`src/hw/rtl/tcce_pkg.sv`:
```
// Shared types, codes and constants for the text console cursor engine.
// Used by the top level, tcce_front and tcce_back; depends on nothing else.
`default_nettype none

package tcce_pkg;

  localparam int POS_W     = 12;
  localparam int COLOR_W   = 24;
  localparam int CODE_W    = 8;
  localparam int SCALE_W   = 3;
  localparam int SCALE_MAX = 5;
  localparam int ADDR_W    = 4;
  localparam int DATA_W    = 32;
  localparam int TAB_STEPS = 4;

  localparam int DEF_GLYPH_WIDTH   = 8;
  localparam int DEF_GLYPH_HEIGHT  = 16;
  localparam int DEF_TEXT_CAPACITY = 4096;
  localparam int DEF_CMD_DEPTH     = 4;
  localparam int DEF_RES_DEPTH     = 4;

  localparam logic [POS_W-1:0]   RST_SCREEN_WIDTH  = 12'd1024;
  localparam logic [POS_W-1:0]   RST_SCREEN_HEIGHT = 12'd768;
  localparam logic [SCALE_W-1:0] RST_FONT_SCALE    = 3'd1;
  localparam logic [COLOR_W-1:0] RST_BACKGROUND    = 24'd0;

  localparam logic [CODE_W-1:0] CH_BACKSPACE = 8'd8;
  localparam logic [CODE_W-1:0] CH_TAB       = 8'd9;
  localparam logic [CODE_W-1:0] CH_NEWLINE   = 8'd10;
  localparam logic [CODE_W-1:0] CH_SPACE     = 8'd32;
  localparam logic [CODE_W-1:0] CH_TILDE     = 8'd126;

  localparam logic ACT_WRITE = 1'b0;
  localparam logic ACT_CLEAR = 1'b1;

  typedef enum logic [1:0] {
    REG_SCREEN_WIDTH  = 2'd0,
    REG_SCREEN_HEIGHT = 2'd1,
    REG_FONT_SCALE    = 2'd2,
    REG_BACKGROUND    = 2'd3
  } reg_idx_t;

  typedef enum logic [1:0] {
    CMD_DRAW       = 2'd0,
    CMD_CLEAR_CELL = 2'd1,
    CMD_SCROLL     = 2'd2,
    CMD_FILL       = 2'd3
  } cmd_t;

  typedef enum logic [2:0] {
    OP_CLEAR   = 3'd0,
    OP_NEWLINE = 3'd1,
    OP_BKSP    = 3'd2,
    OP_TAB     = 3'd3,
    OP_PRINT   = 3'd4
  } op_kind_t;

  typedef struct packed {
    logic                action;
    logic [CODE_W-1:0]   char_code;
    logic [COLOR_W-1:0]  text_color;
  } request_t;

  typedef struct packed {
    cmd_t                command;
    logic [POS_W-1:0]    pos_x;
    logic [POS_W-1:0]    pos_y;
    logic [CODE_W-1:0]   glyph_code;
    logic [COLOR_W-1:0]  paint_color;
    logic                last_result;
  } result_t;

  typedef struct packed {
    op_kind_t            kind;
    logic [CODE_W-1:0]   char_code;
    logic [COLOR_W-1:0]  text_color;
  } op_t;

  typedef struct packed {
    logic [POS_W-1:0]    screen_width;
    logic [POS_W-1:0]    screen_height;
    logic [SCALE_W-1:0]  font_scale;
    logic [COLOR_W-1:0]  background_color;
  } cfg_t;

endpackage

`default_nettype wire

```
`src/hw/rtl/text_console_cursor_engine.sv`:
```
// Text console cursor engine, top level: configuration registers and the two queues.
// Depends on tcce_pkg, tcce_front, tcce_fifo and tcce_back.
//
// Requests enter through push/full; one transfer happens at each rising edge
// with push high and full low. A request is a character to write or a clear
// screen. Unknown characters are taken and dropped. Results leave through
// empty/pop; the oldest result sits on the result port while empty is low and
// is transferred at an edge with pop high. The last result of a request has
// last_result set; a request may cause none.
// Operations wait in a small queue in front of the execution sequencer, which
// takes one step per cycle while the result queue is not full: clear, newline
// and backspace are a single step, a printable character a draw step and then a
// wrap step, and a tab TAB_STEPS steps, each drawing a space or wrapping. A result
// passes through the operation queue, the sequencer's held-back result register
// and the result queue before it reaches the result port.
// If pop stays low, the result queue fills, the sequencer halts, the operation
// queue fills, and full rises; nothing is lost.
// Reset (rst, synchronous) homes the cursor, zeroes the stored count, empties
// both queues and loads the register defaults: width 1024, height 768,
// scale 1, background black. The user must write the registers over the APB port
// only while no request is in flight; the block itself does not enforce this.
`default_nettype none

module text_console_cursor_engine import tcce_pkg::*; #(
  parameter int GLYPH_WIDTH   = DEF_GLYPH_WIDTH,
  parameter int GLYPH_HEIGHT  = DEF_GLYPH_HEIGHT,
  parameter int TEXT_CAPACITY = DEF_TEXT_CAPACITY,
  parameter int CMD_DEPTH     = DEF_CMD_DEPTH,
  parameter int RES_DEPTH     = DEF_RES_DEPTH
) (
  input  wire logic              clk,
  input  wire logic              rst,
  input  wire logic              push,
  output logic                   full,
  input  wire request_t          request,
  output logic                   empty,
  input  wire logic              pop,
  output result_t                result,
  input  wire logic              psel,
  input  wire logic              penable,
  input  wire logic              pwrite,
  input  wire logic [ADDR_W-1:0] paddr,
  input  wire logic [DATA_W-1:0] pwdata,
  output logic [DATA_W-1:0]      prdata,
  output logic                   pready
);

  cfg_t     cfg;
  reg_idx_t reg_sel;
  logic     reg_wr;

  logic     q_full;
  logic     enq;
  op_t      front_op;
  logic [$bits(op_t)-1:0] q_head;
  logic     q_empty;
  logic     op_pop;

  logic     res_full;
  logic     res_push;
  result_t  res_item;
  logic [$bits(result_t)-1:0] res_head;

  assign pready  = 1'b1;
  assign reg_sel = reg_idx_t'(paddr[ADDR_W-1:2]);
  assign reg_wr  = psel && penable && pwrite && pready;

  always_ff @(posedge clk) begin
    if (rst) begin
      cfg.screen_width     <= RST_SCREEN_WIDTH;
      cfg.screen_height    <= RST_SCREEN_HEIGHT;
      cfg.font_scale       <= RST_FONT_SCALE;
      cfg.background_color <= RST_BACKGROUND;
    end else if (reg_wr) begin
      case (reg_sel)
        REG_SCREEN_WIDTH:  cfg.screen_width     <= pwdata[POS_W-1:0];
        REG_SCREEN_HEIGHT: cfg.screen_height    <= pwdata[POS_W-1:0];
        REG_FONT_SCALE:    cfg.font_scale       <= pwdata[SCALE_W-1:0];
        REG_BACKGROUND:    cfg.background_color <= pwdata[COLOR_W-1:0];
        default: ;
      endcase
    end
  end

  always_comb begin
    case (reg_sel)
      REG_SCREEN_WIDTH:  prdata = DATA_W'(cfg.screen_width);
      REG_SCREEN_HEIGHT: prdata = DATA_W'(cfg.screen_height);
      REG_FONT_SCALE:    prdata = DATA_W'(cfg.font_scale);
      REG_BACKGROUND:    prdata = DATA_W'(cfg.background_color);
      default:           prdata = '0;
    endcase
  end

  tcce_front u_front (
    .push    (push),
    .request (request),
    .full    (full),
    .q_full  (q_full),
    .enq     (enq),
    .op      (front_op)
  );

  tcce_fifo #(
    .WIDTH ($bits(op_t)),
    .DEPTH (CMD_DEPTH)
  ) u_op_queue (
    .clk   (clk),
    .rst   (rst),
    .wr    (enq),
    .wdata (front_op),
    .rd    (op_pop),
    .rdata (q_head),
    .full  (q_full),
    .empty (q_empty)
  );

  tcce_back #(
    .GLYPH_WIDTH   (GLYPH_WIDTH),
    .GLYPH_HEIGHT  (GLYPH_HEIGHT),
    .TEXT_CAPACITY (TEXT_CAPACITY)
  ) u_back (
    .clk      (clk),
    .rst      (rst),
    .cfg      (cfg),
    .op       (op_t'(q_head)),
    .op_valid (!q_empty),
    .op_pop   (op_pop),
    .out_full (res_full),
    .out_push (res_push),
    .out_item (res_item)
  );

  tcce_fifo #(
    .WIDTH ($bits(result_t)),
    .DEPTH (RES_DEPTH)
  ) u_res_queue (
    .clk   (clk),
    .rst   (rst),
    .wr    (res_push),
    .wdata (res_item),
    .rd    (pop),
    .rdata (res_head),
    .full  (res_full),
    .empty (empty)
  );

  assign result = result_t'(res_head);

endmodule

`default_nettype wire

```
`src/hw/rtl/tcce_fifo.sv`:
```
// Small synchronous queue used between the front and back parts and on the result side.
// Depends on nothing but its parameters.
`default_nettype none

module tcce_fifo #(
  parameter int WIDTH = 8,
  parameter int DEPTH = 4
) (
  input  wire logic             clk,
  input  wire logic             rst,
  input  wire logic             wr,
  input  wire logic [WIDTH-1:0] wdata,
  input  wire logic             rd,
  output logic [WIDTH-1:0]      rdata,
  output logic                  full,
  output logic                  empty
);

  localparam int PTR_W = (DEPTH > 1) ? $clog2(DEPTH) : 1;
  localparam int CNT_W = $clog2(DEPTH + 1);

  logic [WIDTH-1:0] slots [DEPTH];
  logic [PTR_W-1:0] wr_ptr;
  logic [PTR_W-1:0] rd_ptr;
  logic [CNT_W-1:0] count;
  logic             do_wr;
  logic             do_rd;

  assign full  = (count == CNT_W'(DEPTH));
  assign empty = (count == '0);
  assign do_wr = wr && !full;
  assign do_rd = rd && !empty;
  assign rdata = slots[rd_ptr];

  always_ff @(posedge clk) begin
    if (do_wr) begin
      slots[wr_ptr] <= wdata;
    end
  end

  always_ff @(posedge clk) begin
    if (rst) begin
      wr_ptr <= '0;
      rd_ptr <= '0;
      count  <= '0;
    end else begin
      if (do_wr) begin
        wr_ptr <= (wr_ptr == PTR_W'(DEPTH - 1)) ? '0 : wr_ptr + 1'b1;
      end
      if (do_rd) begin
        rd_ptr <= (rd_ptr == PTR_W'(DEPTH - 1)) ? '0 : rd_ptr + 1'b1;
      end
      if (do_wr && !do_rd) begin
        count <= count + 1'b1;
      end else if (do_rd && !do_wr) begin
        count <= count - 1'b1;
      end
    end
  end

endmodule

`default_nettype wire

```
`src/hw/rtl/tcce_front.sv`:
```
// Front part: accepts requests and classifies them into queued operations.
// Depends on tcce_pkg.
`default_nettype none

module tcce_front import tcce_pkg::*; (
  input  wire logic     push,
  input  wire request_t request,
  output logic          full,
  input  wire logic     q_full,
  output logic          enq,
  output op_t           op
);

  logic printable;
  logic known;

  assign full      = q_full;
  assign printable = (request.char_code >= CH_SPACE) && (request.char_code <= CH_TILDE);

  // Characters that are not understood are still transferred in, but never queued.
  always_comb begin
    known         = 1'b1;
    op.char_code  = request.char_code;
    op.text_color = request.text_color;
    op.kind       = OP_PRINT;
    if (request.action == ACT_CLEAR) begin
      op.kind = OP_CLEAR;
    end else if (request.char_code == CH_NEWLINE) begin
      op.kind = OP_NEWLINE;
    end else if (request.char_code == CH_BACKSPACE) begin
      op.kind = OP_BKSP;
    end else if (request.char_code == CH_TAB) begin
      op.kind = OP_TAB;
    end else if (!printable) begin
      known = 1'b0;
    end
  end

  assign enq = push && !q_full && known;

endmodule

`default_nettype wire

```
`src/hw/rtl/tcce_back.sv`:
```
// Back part: executes queued operations one step per cycle unless out_full is
// high, owns cursor and stored count, emits draw commands. Depends on tcce_pkg.
`default_nettype none

module tcce_back import tcce_pkg::*; #(
  parameter int GLYPH_WIDTH   = DEF_GLYPH_WIDTH,
  parameter int GLYPH_HEIGHT  = DEF_GLYPH_HEIGHT,
  parameter int TEXT_CAPACITY = DEF_TEXT_CAPACITY
) (
  input  wire logic clk,
  input  wire logic rst,
  input  wire cfg_t cfg,
  input  wire op_t  op,
  input  wire logic op_valid,
  output logic      op_pop,
  input  wire logic out_full,
  output logic      out_push,
  output result_t   out_item
);

  localparam int CW_W     = $clog2(GLYPH_WIDTH * SCALE_MAX + 1);
  localparam int CH_W     = $clog2(GLYPH_HEIGHT * SCALE_MAX + 1);
  localparam int CNT_W    = $clog2(TEXT_CAPACITY + 1);
  localparam int CNT_DROP = TEXT_CAPACITY / 4;
  localparam int SUM_W    = POS_W + 1;

  logic [POS_W-1:0]   cx, cx_next;
  logic [POS_W-1:0]   cy, cy_next;
  logic [CNT_W-1:0]   cnt, cnt_next;
  logic [1:0]         step, step_next;
  result_t            pend;
  logic               pend_v;
  logic               pend_fin;

  logic [SCALE_W-1:0] sc;
  logic [CW_W-1:0]    cw;
  logic [CH_W-1:0]    ch;
  logic               go;
  logic               final_step;
  logic               new_valid;
  result_t            new_res;
  result_t            scroll_res;
  logic [SUM_W-1:0]   x_adv;
  logic               fits;
  logic [SUM_W-1:0]   y_adv;
  logic [SUM_W:0]     y_chk;
  logic               scroll;
  logic [POS_W-1:0]   y_nl;
  logic [POS_W-1:0]   x_back;

  function automatic logic [CNT_W-1:0] store_one(input logic [CNT_W-1:0] c);
    logic [CNT_W-1:0] t;
    t = c;
    if (t >= CNT_W'(TEXT_CAPACITY - 1)) begin
      t = t - CNT_W'(CNT_DROP);
    end
    if (t < CNT_W'(TEXT_CAPACITY)) begin
      t = t + 1'b1;
    end
    return t;
  endfunction

  always_comb begin
    if (cfg.font_scale == '0) begin
      sc = SCALE_W'(1);
    end else if (cfg.font_scale > SCALE_W'(SCALE_MAX)) begin
      sc = SCALE_W'(SCALE_MAX);
    end else begin
      sc = cfg.font_scale;
    end
  end

  assign cw = CW_W'(GLYPH_WIDTH) * CW_W'(sc);
  assign ch = CH_W'(GLYPH_HEIGHT) * CH_W'(sc);

  assign x_adv  = SUM_W'(cx) + SUM_W'(cw);
  assign fits   = x_adv <= SUM_W'(cfg.screen_width);
  assign x_back = cx - POS_W'(cw);

  // Moving down one text line: if the line after that would not fit, scroll
  // instead and leave the cursor row where it was.
  assign y_adv  = SUM_W'(cy) + SUM_W'(ch);
  assign y_chk  = (SUM_W + 1)'(y_adv) + (SUM_W + 1)'(ch);
  assign scroll = y_chk > (SUM_W + 1)'(cfg.screen_height);
  assign y_nl   = scroll ? cy : y_adv[POS_W-1:0];

  always_comb begin
    scroll_res             = '0;
    scroll_res.command     = CMD_SCROLL;
    scroll_res.paint_color = cfg.background_color;
  end

  assign go = op_valid && !out_full;

  always_comb begin
    cx_next    = cx;
    cy_next    = cy;
    cnt_next   = cnt;
    new_valid  = 1'b0;
    new_res    = '0;
    final_step = 1'b1;
    if (go) begin
      case (op.kind)
        OP_CLEAR: begin
          new_valid           = 1'b1;
          new_res.command     = CMD_FILL;
          new_res.paint_color = cfg.background_color;
          cx_next             = '0;
          cy_next             = '0;
          cnt_next            = '0;
        end
        OP_NEWLINE: begin
          cnt_next  = store_one(cnt);
          cx_next   = '0;
          cy_next   = y_nl;
          new_valid = scroll;
          new_res   = scroll_res;
        end
        OP_BKSP: begin
          if ((cnt != '0) && (cx >= POS_W'(cw))) begin
            cx_next             = x_back;
            cnt_next            = cnt - 1'b1;
            new_valid           = 1'b1;
            new_res.command     = CMD_CLEAR_CELL;
            new_res.pos_x       = x_back;
            new_res.pos_y       = cy;
            new_res.paint_color = cfg.background_color;
          end
        end
        OP_TAB: begin
          final_step = (step == 2'(TAB_STEPS - 1));
          if (fits) begin
            cnt_next            = store_one(cnt);
            cx_next             = x_adv[POS_W-1:0];
            new_valid           = 1'b1;
            new_res.command     = CMD_DRAW;
            new_res.pos_x       = cx;
            new_res.pos_y       = cy;
            new_res.glyph_code  = CH_SPACE;
            new_res.paint_color = op.text_color;
          end else begin
            cx_next   = '0;
            cy_next   = y_nl;
            new_valid = scroll;
            new_res   = scroll_res;
          end
        end
        OP_PRINT: begin
          if (step == 2'd0) begin
            final_step          = 1'b0;
            cnt_next            = store_one(cnt);
            // Saturate so that an advance past the last column still wraps.
            cx_next             = x_adv[POS_W] ? '1 : x_adv[POS_W-1:0];
            new_valid           = 1'b1;
            new_res.command     = CMD_DRAW;
            new_res.pos_x       = cx;
            new_res.pos_y       = cy;
            new_res.glyph_code  = op.char_code;
            new_res.paint_color = op.text_color;
          end else if (!fits) begin
            cx_next   = '0;
            cy_next   = y_nl;
            new_valid = scroll;
            new_res   = scroll_res;
          end
        end
        default: begin
          final_step = 1'b1;
        end
      endcase
    end
  end

  assign step_next = (go && !final_step) ? step + 1'b1 : (go ? 2'd0 : step);
  assign op_pop    = go && final_step;

  // A result is held back until the next result or its operation's final step,
  // so that its last_result flag is known when it is transferred out.
  assign out_push = !out_full && pend_v && (pend_fin || new_valid);

  always_comb begin
    out_item             = pend;
    out_item.last_result = pend_fin;
  end

  always_ff @(posedge clk) begin
    if (new_valid) begin
      pend <= new_res;
    end
  end

  always_ff @(posedge clk) begin
    if (rst) begin
      cx       <= '0;
      cy       <= '0;
      cnt      <= '0;
      step     <= '0;
      pend_v   <= 1'b0;
      pend_fin <= 1'b0;
    end else begin
      cx   <= cx_next;
      cy   <= cy_next;
      cnt  <= cnt_next;
      step <= step_next;
      if (new_valid) begin
        pend_v   <= 1'b1;
        pend_fin <= final_step;
      end else if (out_push) begin
        pend_v   <= 1'b0;
        pend_fin <= 1'b0;
      end else if (go && final_step && pend_v) begin
        pend_fin <= 1'b1;
      end
    end
  end

  a_push_room: assert property (@(posedge clk) disable iff (rst)
    out_push |-> !out_full)
    else $error("result pushed into a full queue");

  a_fin_held: assert property (@(posedge clk) disable iff (rst)
    pend_fin |-> pend_v)
    else $error("final flag set without a held result");

  a_clear_home: assert property (@(posedge clk) disable iff (rst)
    (go && op.kind == OP_CLEAR) |=> (cx == '0 && cy == '0 && cnt == '0))
    else $error("clear screen did not home the cursor");

  a_cnt_bound: assert property (@(posedge clk) disable iff (rst)
    cnt <= CNT_W'(TEXT_CAPACITY))
    else $error("stored count above capacity");

endmodule

`default_nettype wire
```
`config.mk`:
```
export PLATFORM = sky130hd
export DESIGN_NAME = text_console_cursor_engine
export DESIGN_NICKNAME = d
export VERILOG_FILES = /design/src/hw/rtl/tcce_pkg.sv /design/src/hw/rtl/text_console_cursor_engine.sv /design/src/hw/rtl/tcce_fifo.sv /design/src/hw/rtl/tcce_front.sv /design/src/hw/rtl/tcce_back.sv
export SDC_FILE = /design/constraint.sdc
export NUM_CORES = 1
export LEC_CHECK = 0
export ABC_AREA = 1
export BUFFER_PORTS_ARGS = -buffer_cell sky130_fd_sc_hd__buf_2
export CORE_MARGIN = 1.5
export CORE_UTILIZATION = 40
export DETAILED_ROUTE_END_ITERATION = 8
export MAX_ROUTING_LAYER = met4
export SLEW_MARGIN = 20
export SYNTH_ARGS = -nofsm -noshare
export SYNTH_HDL_FRONTEND = slang
export SYNTH_SLANG_ARGS = --single-unit
```
`constraint.sdc`:
```
create_clock -name clk -period 14.25 [get_ports clk]
set_input_delay 3.5625 -clock clk [delete_from_list [all_inputs] [get_ports clk]]
set_output_delay 3.5625 -clock clk [all_outputs]
set_load 0.05 [all_outputs]
```
==> impl_metrics.env, run 1 <==
export IMPL_finalHoldViolCount=0
export IMPL_antenna_found_initial=4
export IMPL_ir_drop_v=0.000104
export IMPL_drive_above_1_share_pct=13.4
export IMPL_routedWlPerCell_um=18.1
export IMPL_coreArea_mm2=0.0551
export IMPL_io_pins=170
export IMPL_r2r_start="cfg[26]"
export IMPL_multi_input_area_mm2=0.00684
export IMPL_synth_edf_count=409
export IMPL_cts_tree="built"
export IMPL_max_cap_violations=0
export IMPL_postCtsSetupRepairBufs=0
export IMPL_leakagePower_uw=0.00949
export IMPL_synth_top_cell_by_area="edfxtp_1"
export IMPL_cts_root_buf="clkbuf_16"
export IMPL_grt_overflow_total=0
export IMPL_final_nets=2363
export IMPL_syn_mean_instance_area_um2=10.6
export IMPL_wl_um=54500
export IMPL_dp_hpwl_um=35500
export IMPL_regArea_mm2=0.0144
export IMPL_cts_buffer_depth=3
export IMPL_grt_pass1_wl_um=82900
export IMPL_initial_core_util_pct=40.5
export IMPL_cts_sinks=513
export IMPL_syn_instance_count=2108
export IMPL_yosysUniqueCellTypes=54
export IMPL_syn_to_final_growth_pct=13.9
export IMPL_vias=15600
export IMPL_fin_util_pct=46.2
export IMPL_finalCritPeriodShare_pct=63.5
export IMPL_endpoint_kind="output port"
export IMPL_ctsHoldBuffers=0
export IMPL_clock_skew_ns=0.0302
export IMPL_setup_tns_ns=0
export IMPL_critPathRequiredTime_ns=10.69
export IMPL_crit_arrival_ns=5.49
export IMPL_num_fill_cells=5083
export IMPL_worst_slew_pin_slew_ns=1.07
export IMPL_rows=86
export IMPL_worst_path_max_fanout=14
export IMPL_cp_slowest_stage_delay_ns=0.49
export IMPL_final_antenna_net_count=0
export IMPL_final_setup_viol_count=0
export IMPL_die_area_mm2=0.0573
export IMPL_yosys_area_top_type_share_pct=55.0
export IMPL_clkTransAtPathRegs_ns=0.06
export IMPL_h_tree_depth=2
export IMPL_max_freq_mhz=110
export IMPL_port_buffers=150
export IMPL_hp_class="reg2reg"
export IMPL_crit_type="in2out"
export IMPL_path_cells="buf_2 -> nand2_1 -> inv_1 -> nand2_1 -> o21ai_0 -> a21oi_1 -> o21ai_0 -> buf_2"
export IMPL_yosys_top_cells_area="edfxtp_1 55%, dfxtp_1 9.3%, o21ai_0 6.1%"
export IMPL_drcViolationCount=0
export IMPL_die_w_um=239
export IMPL_ys_seq_area_share_pct=64.3
export IMPL_die_h_um=239
export IMPL_max_slew_margin_pct=28.3
export IMPL_dr_pass1_iters=5
export IMPL_slowest_stage="nand2_1"
export IMPL_synth_ff_latch_count=513
export IMPL_drt_iter0_markers=1317
export IMPL_power_density_mw_per_mm2=209
export IMPL_slew_violations=0
export IMPL_critical_path_startpoint="paddr[3]"
export IMPL_r2r_worst_path_cells=35
export IMPL_rsz0062_at_grt="no"
export IMPL_reg2reg_to="u_res_queue.slots[1][30]"
export IMPL_routed_via_density=5.16
export IMPL_grt_max_degree=110
export IMPL_rrSetupSlack_ns=7.64
export IMPL_track_usage_pct=19.5
export IMPL_grt_pass1_vias=14700
export IMPL_total_power_uw=5310
export IMPL_ys_warnings_count=0
export IMPL_status="complete, no violations"
export IMPL_post_cts_resized=0
export IMPL_worstSetupEndpoint="prdata[1]"
export IMPL_clock_latency_ns=0.61
export IMPL_ys_flop_type="edfxtp_1"
export IMPL_start_kind="input port"
export IMPL_netlist_area_mm2=0.0223
export IMPL_numCtsBuffers=50
export IMPL_fin_crit_ns=9.06
export IMPL_gp_congestion=0.876
export IMPL_async_flop_share_pct=0
==> state kept, by name, summed over array words and instances (netlist names), 3 cells and up, named ones only <==
| register | flops |
|---|---|
| u_back.out_item | 53 |
| cfg | 51 |
| u_op_queue.slots | 140 |
| u_res_queue.count | 3 |
| u_back.cnt | 13 |
| u_back.cx | 10 |
| u_back.cy | 8 |
| u_op_queue.count | 3 |
| u_res_queue.slots | 216 |
==> cell families (layout without fill, tap and decap cells) <==
kind of cell,Yosys count,after routing,share of synthesized area (%)
flops,513,513,64.3
fa+ha+maj,57,57,3.39
other cells,2,14,0.0336
compound gates,531,531,13.1
buf+inv,299,451,5.45
xor+xnor,24,24,0.941
simple gates,682,682,12.8
==> area by class of cell <==
type / instances / area share, %
well taps: 748 / 3.68
clock buffers: 69 / 5.36
repair buffers: 170 / 3.56
inverters: 191 / 2.83
flip-flops and latches: 513 / 56.5
multi-input cells: 1304 / 26.9
diodes: 4 / 0.0394
clock inverters: 21 / 1.12
==> synth_stat cells (2+ instances only) <==
library cell,number
edfxtp_1,409
nor2_1,304
o21ai_0,272
nand2_1,247
inv_1,174
a21oi_1,129
dfxtp_1,104
o22ai_1,82
clkbuf_1,77
nand3_1,68
ha_1,51
xor2_1,22
buf_4,16
nand4_1,16
inv_2,13
nor3_1,13
nand2_2,10
o211ai_1,8
o221ai_1,8
a211oi_2,7
buf_2,6
fa_1,6
buf_1,5
o21ai_1,5
a32o_1,4
nor2_2,4
nor2_4,4
a211oi_1,3
a31oi_1,3
buf_6,3
clkinv_1,3
nand3_2,3
nor4_1,3
a21oi_2,2
conb_1,2
nand2_4,2
o211a_1,2
xnor2_1,2
==> worst min-delay path by stage <==
stage / from / end / slack, ns / cells past startpoint
4_1_cts: cfg[14] / cfg[14] / 0.48 / 2
3_5_place_dp: cfg[14] / cfg[14] / 0.47 / 2
5_1_grt: u_back.out_item[16] / u_res_queue.slots[0][16] / 0.50 / 0
6_report: cfg[16] / cfg[16] / 0.48 / 2
3_3_place_gp: cfg[18] / cfg[18] / 0.46 / 2
2_1_floorplan: cfg[15] / cfg[15] / 0.44 / 2
==> worst max-delay path: cells and delay by family <==
family                 cells  cell delay [ns]
buffers and inverters      3             0.83
AND/OR/NAND/NOR            2             0.62
AO/OA/AOI/OAI              3             0.46
==> report_power, final <==
group	total, uW	internal, uW	switching (uW)
clock network	1320	763	553
registers	2090	1940	149
logic	1900	451	1450
==> placed cells by master, fill, tap and decap left out, types with 9 or more instances in the layout <==
master	n
xor2_1	22
nor2_4	12
nor3_1	13
buf_2	150
inv_1	171
conb_1	10
ha_1	51
clkbuf_16	50
o21ai_0	272
clkbuf_1	15
edfxtp_1	409
dfxtp_1	102
nand2_2	10
a21oi_1	129
nand3_1	68
nand2_1	247
buf_4	19
nand4_1	16
inv_2	16
o22ai_1	82
nor2_1	296
clkinv_1	9
==> metal layers <==
layer / up-vias / share of wire (%) / global-route usage, %
met1: 7410 / 46 / 27.4
li1: 7588 / - / -
met2: 495 / 45 / 29.2
met4: 0 / 1.9 / 5.73
met3: 78 / 6.6 / 3.00
met5: - / 0 / -
==> through the flow <==
step           area, um2  setup slack [ns]  std cells  hold WS [ns]
2_1_floorplan      22400              5.65       2116         0.444
3_3_place_gp       23800              5.23       2926         0.461
6_report           25400              5.19       3020         0.479
3_5_place_dp       23800              5.18       2926         0.470
4_1_cts            25400              5.18       3016         0.479
5_1_grt            25400              5.07       3020         0.501
No activity file was read; power rests on OpenSTA's default activity.
==> run 2, diff against run 1 <==
Clock period 14.25 ns to 7.9 ns, I/O delays scaled along.
==> impl_metrics.env, run 2 (same netlist as run 1, synthesis figures left out) <==
export IMPL_status="complete, no violations"
export IMPL_endpoint_kind="register"
export IMPL_setup_tns_ns=0
export IMPL_crit_type="reg2reg"
export IMPL_drcViolationCount=0
export IMPL_leakagePower_uw=0.00951
export IMPL_cts_root_buf="clkbuf_16"
export IMPL_die_w_um=239
export IMPL_routedWlPerCell_um=18.3
export IMPL_clkTransAtPathRegs_ns=0.06
export IMPL_cts_buffer_depth=3
export IMPL_top_register="u_res_queue.slots"
export IMPL_worst_path_max_fanout=34
export IMPL_grt_overflow_total=0
export IMPL_crit_arrival_ns=6.74
export IMPL_wl_met3_um=3550
export IMPL_cp_slowest_stage_delay_ns=0.69
export IMPL_power_density_mw_per_mm2=377
export IMPL_cts_tree="built"
export IMPL_final_common_cell="edfxtp_1"
export IMPL_finalCritPeriodShare_pct=81.8
export IMPL_rows=86
export IMPL_die_h_um=239
export IMPL_final_antenna_net_count=0
export IMPL_power_switching_uw=3890
export IMPL_timing_hold_ws_ns=0.467
export IMPL_slowest_stage="nor2_4"
export IMPL_p_sw_share_pct=40.6
export IMPL_clock_skew_ns=0.0144
export IMPL_cts_sinks=513
export IMPL_start_kind="register"
export IMPL_slew_violations=0
export IMPL_num_fill_cells=5134
export IMPL_port_buffers=150
export IMPL_grt_max_degree=109
export IMPL_final_setup_viol_count=0
export IMPL_regArea_mm2=0.0144
export IMPL_die_area_mm2=0.0573
export IMPL_drive_above_1_share_pct=13.4
export IMPL_initial_core_util_pct=40.5
export IMPL_track_usage_pct=19.6
export IMPL_max_slew_margin_pct=25.7
export IMPL_multi_input_area_mm2=0.00684
export IMPL_wl_met2_um=25000
export IMPL_r2r_start="cfg[26]"
export IMPL_fin_crit_ns=6.46
export IMPL_largest_register_ffs=216
export IMPL_io_pins=170
export IMPL_min_delay_start="cfg[20]"
export IMPL_grt_pass1_wl_um=84000
export IMPL_ctsHoldBuffers=0
export IMPL_routed_via_density=5.23
export IMPL_final_nets=2363
export IMPL_numCtsBuffers=52
export IMPL_intPower_uw=5710
export IMPL_dpl_cell_area_mm2=0.0238
export IMPL_comb_power_share_pct=35.6
export IMPL_gp_congestion=0.861
export IMPL_r2r_worst_path_cells=35
export IMPL_clock_latency_ns=0.59
export IMPL_final_area_mm2=0.0255
export IMPL_holdPathStages=2
export IMPL_hold_end="cfg[20]"
export IMPL_postCtsSetupRepairBufs=0
export IMPL_h_tree_depth=2
export IMPL_coreArea_mm2=0.0551
export IMPL_ir_drop_v=0.000199
export IMPL_reg2reg_to="u_res_queue.slots[3][14]"
export IMPL_finalWorstSetupSlack_ns=1.44
export IMPL_clock_power_share_pct=25.0
export IMPL_wl_um=55400
export IMPL_path_common_cell="nand2_1"
export IMPL_pre_cts_slack_ns=1.49
export IMPL_vias=15800
export IMPL_dp_hpwl_um=35700
export IMPL_max_freq_mhz=155
export IMPL_grt_pass1_vias=14700
export IMPL_worst_slew_pin_slew_ns=1.11
export IMPL_post_cts_resized=0
export IMPL_drt_iter0_markers=1258
export IMPL_final_cell_mix="409 x edfxtp_1, 296 x nor2_1, 272 x o21ai_0, 247 x nand2_1, 171 x inv_1"
export IMPL_antenna_found_initial=6
export IMPL_m1WireLength_um=25800
export IMPL_finalHoldViolCount=0
export IMPL_dr_pass1_iters=5
export IMPL_rrSetupSlack_ns=1.44
export IMPL_syn_to_final_growth_pct=14.1
export IMPL_seqPwrFrac_pct=39.4
export IMPL_topRoutingLayerUsed="met4"
export IMPL_rsz0062_at_grt="no"
export IMPL_max_cap_violations=0
export IMPL_hp_class="reg2reg"
export IMPL_critPathRequiredTime_ns=8.17
==> run 2: layout make-up <==
class	instances	share of cell area [%]
Antenna cell	6	0.0589
Multi-Input combinational cell	1304	26.9
Timing Repair Buffer	168	3.67
Sequential cell	513	56.4
Clock buffer	83	6.05
Clock inverter	13	0.486
Inverter	191	2.82
Tap cell	748	3.67
==> run 2: per-stage QoR <==
| step | total power, uW | cells | utilization [%] |
|---|---|---|---|
| 6_report | 9600 | 3026 | 46.3 |
| 5_1_grt | 10100 | 3026 | 46.3 |
| 4_1_cts | 9660 | 3020 | 46.2 |
| 3_5_place_dp | 7260 | 2924 | 43.2 |
| 3_3_place_gp | 7180 | 2924 | 43.2 |
| 2_1_floorplan | 6280 | 2116 | - |
==> run 2: power groups by stage <==
stage	Combinational [uW]	Sequential (uW)	Clock, uW
2_1_floorplan	2550	3730	0
3_3_place_gp	3380	3800	0
3_5_place_dp	3430	3830	0
4_1_cts	3440	3780	2440
5_1_grt	3760	3820	2540
6_report	3420	3780	2400
==> run 2: how the worst max path moves through the flow <==
stage                 start                  endpoint  slack, ns  cells after the start
finish              cfg[26]  u_res_queue.slots[3][14]       1.44                     35
global route        cfg[26]  u_res_queue.slots[3][12]       0.92                     35
CTS                 cfg[26]  u_res_queue.slots[0][14]       1.43                     35
detailed placement  cfg[26]  u_res_queue.slots[0][21]       1.49                     35
global placement    cfg[26]  u_res_queue.slots[2][21]       1.56                     35
floorplan           cfg[25]   u_res_queue.slots[0][0]       1.13                     35
==> run 2: critical path, delay by kind of cell (launching register included) <==
| kind | cells | cell delay, ns |
|---|---|---|
| AO/OA/AOI/OAI | 4 | 0.95 |
| XOR/XNOR | 1 | 0.15 |
| adder cells (fa/ha/maj) | 4 | 1.29 |
| buffers and inverters | 6 | 0.64 |
| flip-flops | 1 | 0.42 |
| AND/OR/NAND/NOR | 20 | 2.64 |
==> run 2: per-layer routing <==
| metal | GRT usage [%] | up-vias |
|---|---|---|
| li1 | - | 7593 |
| met1 | 27.2 | 7659 |
| met2 | 29.4 | 478 |
| met3 | 3.81 | 84 |
| met4 | 5.16 | 0 |
| met5 | - | - |
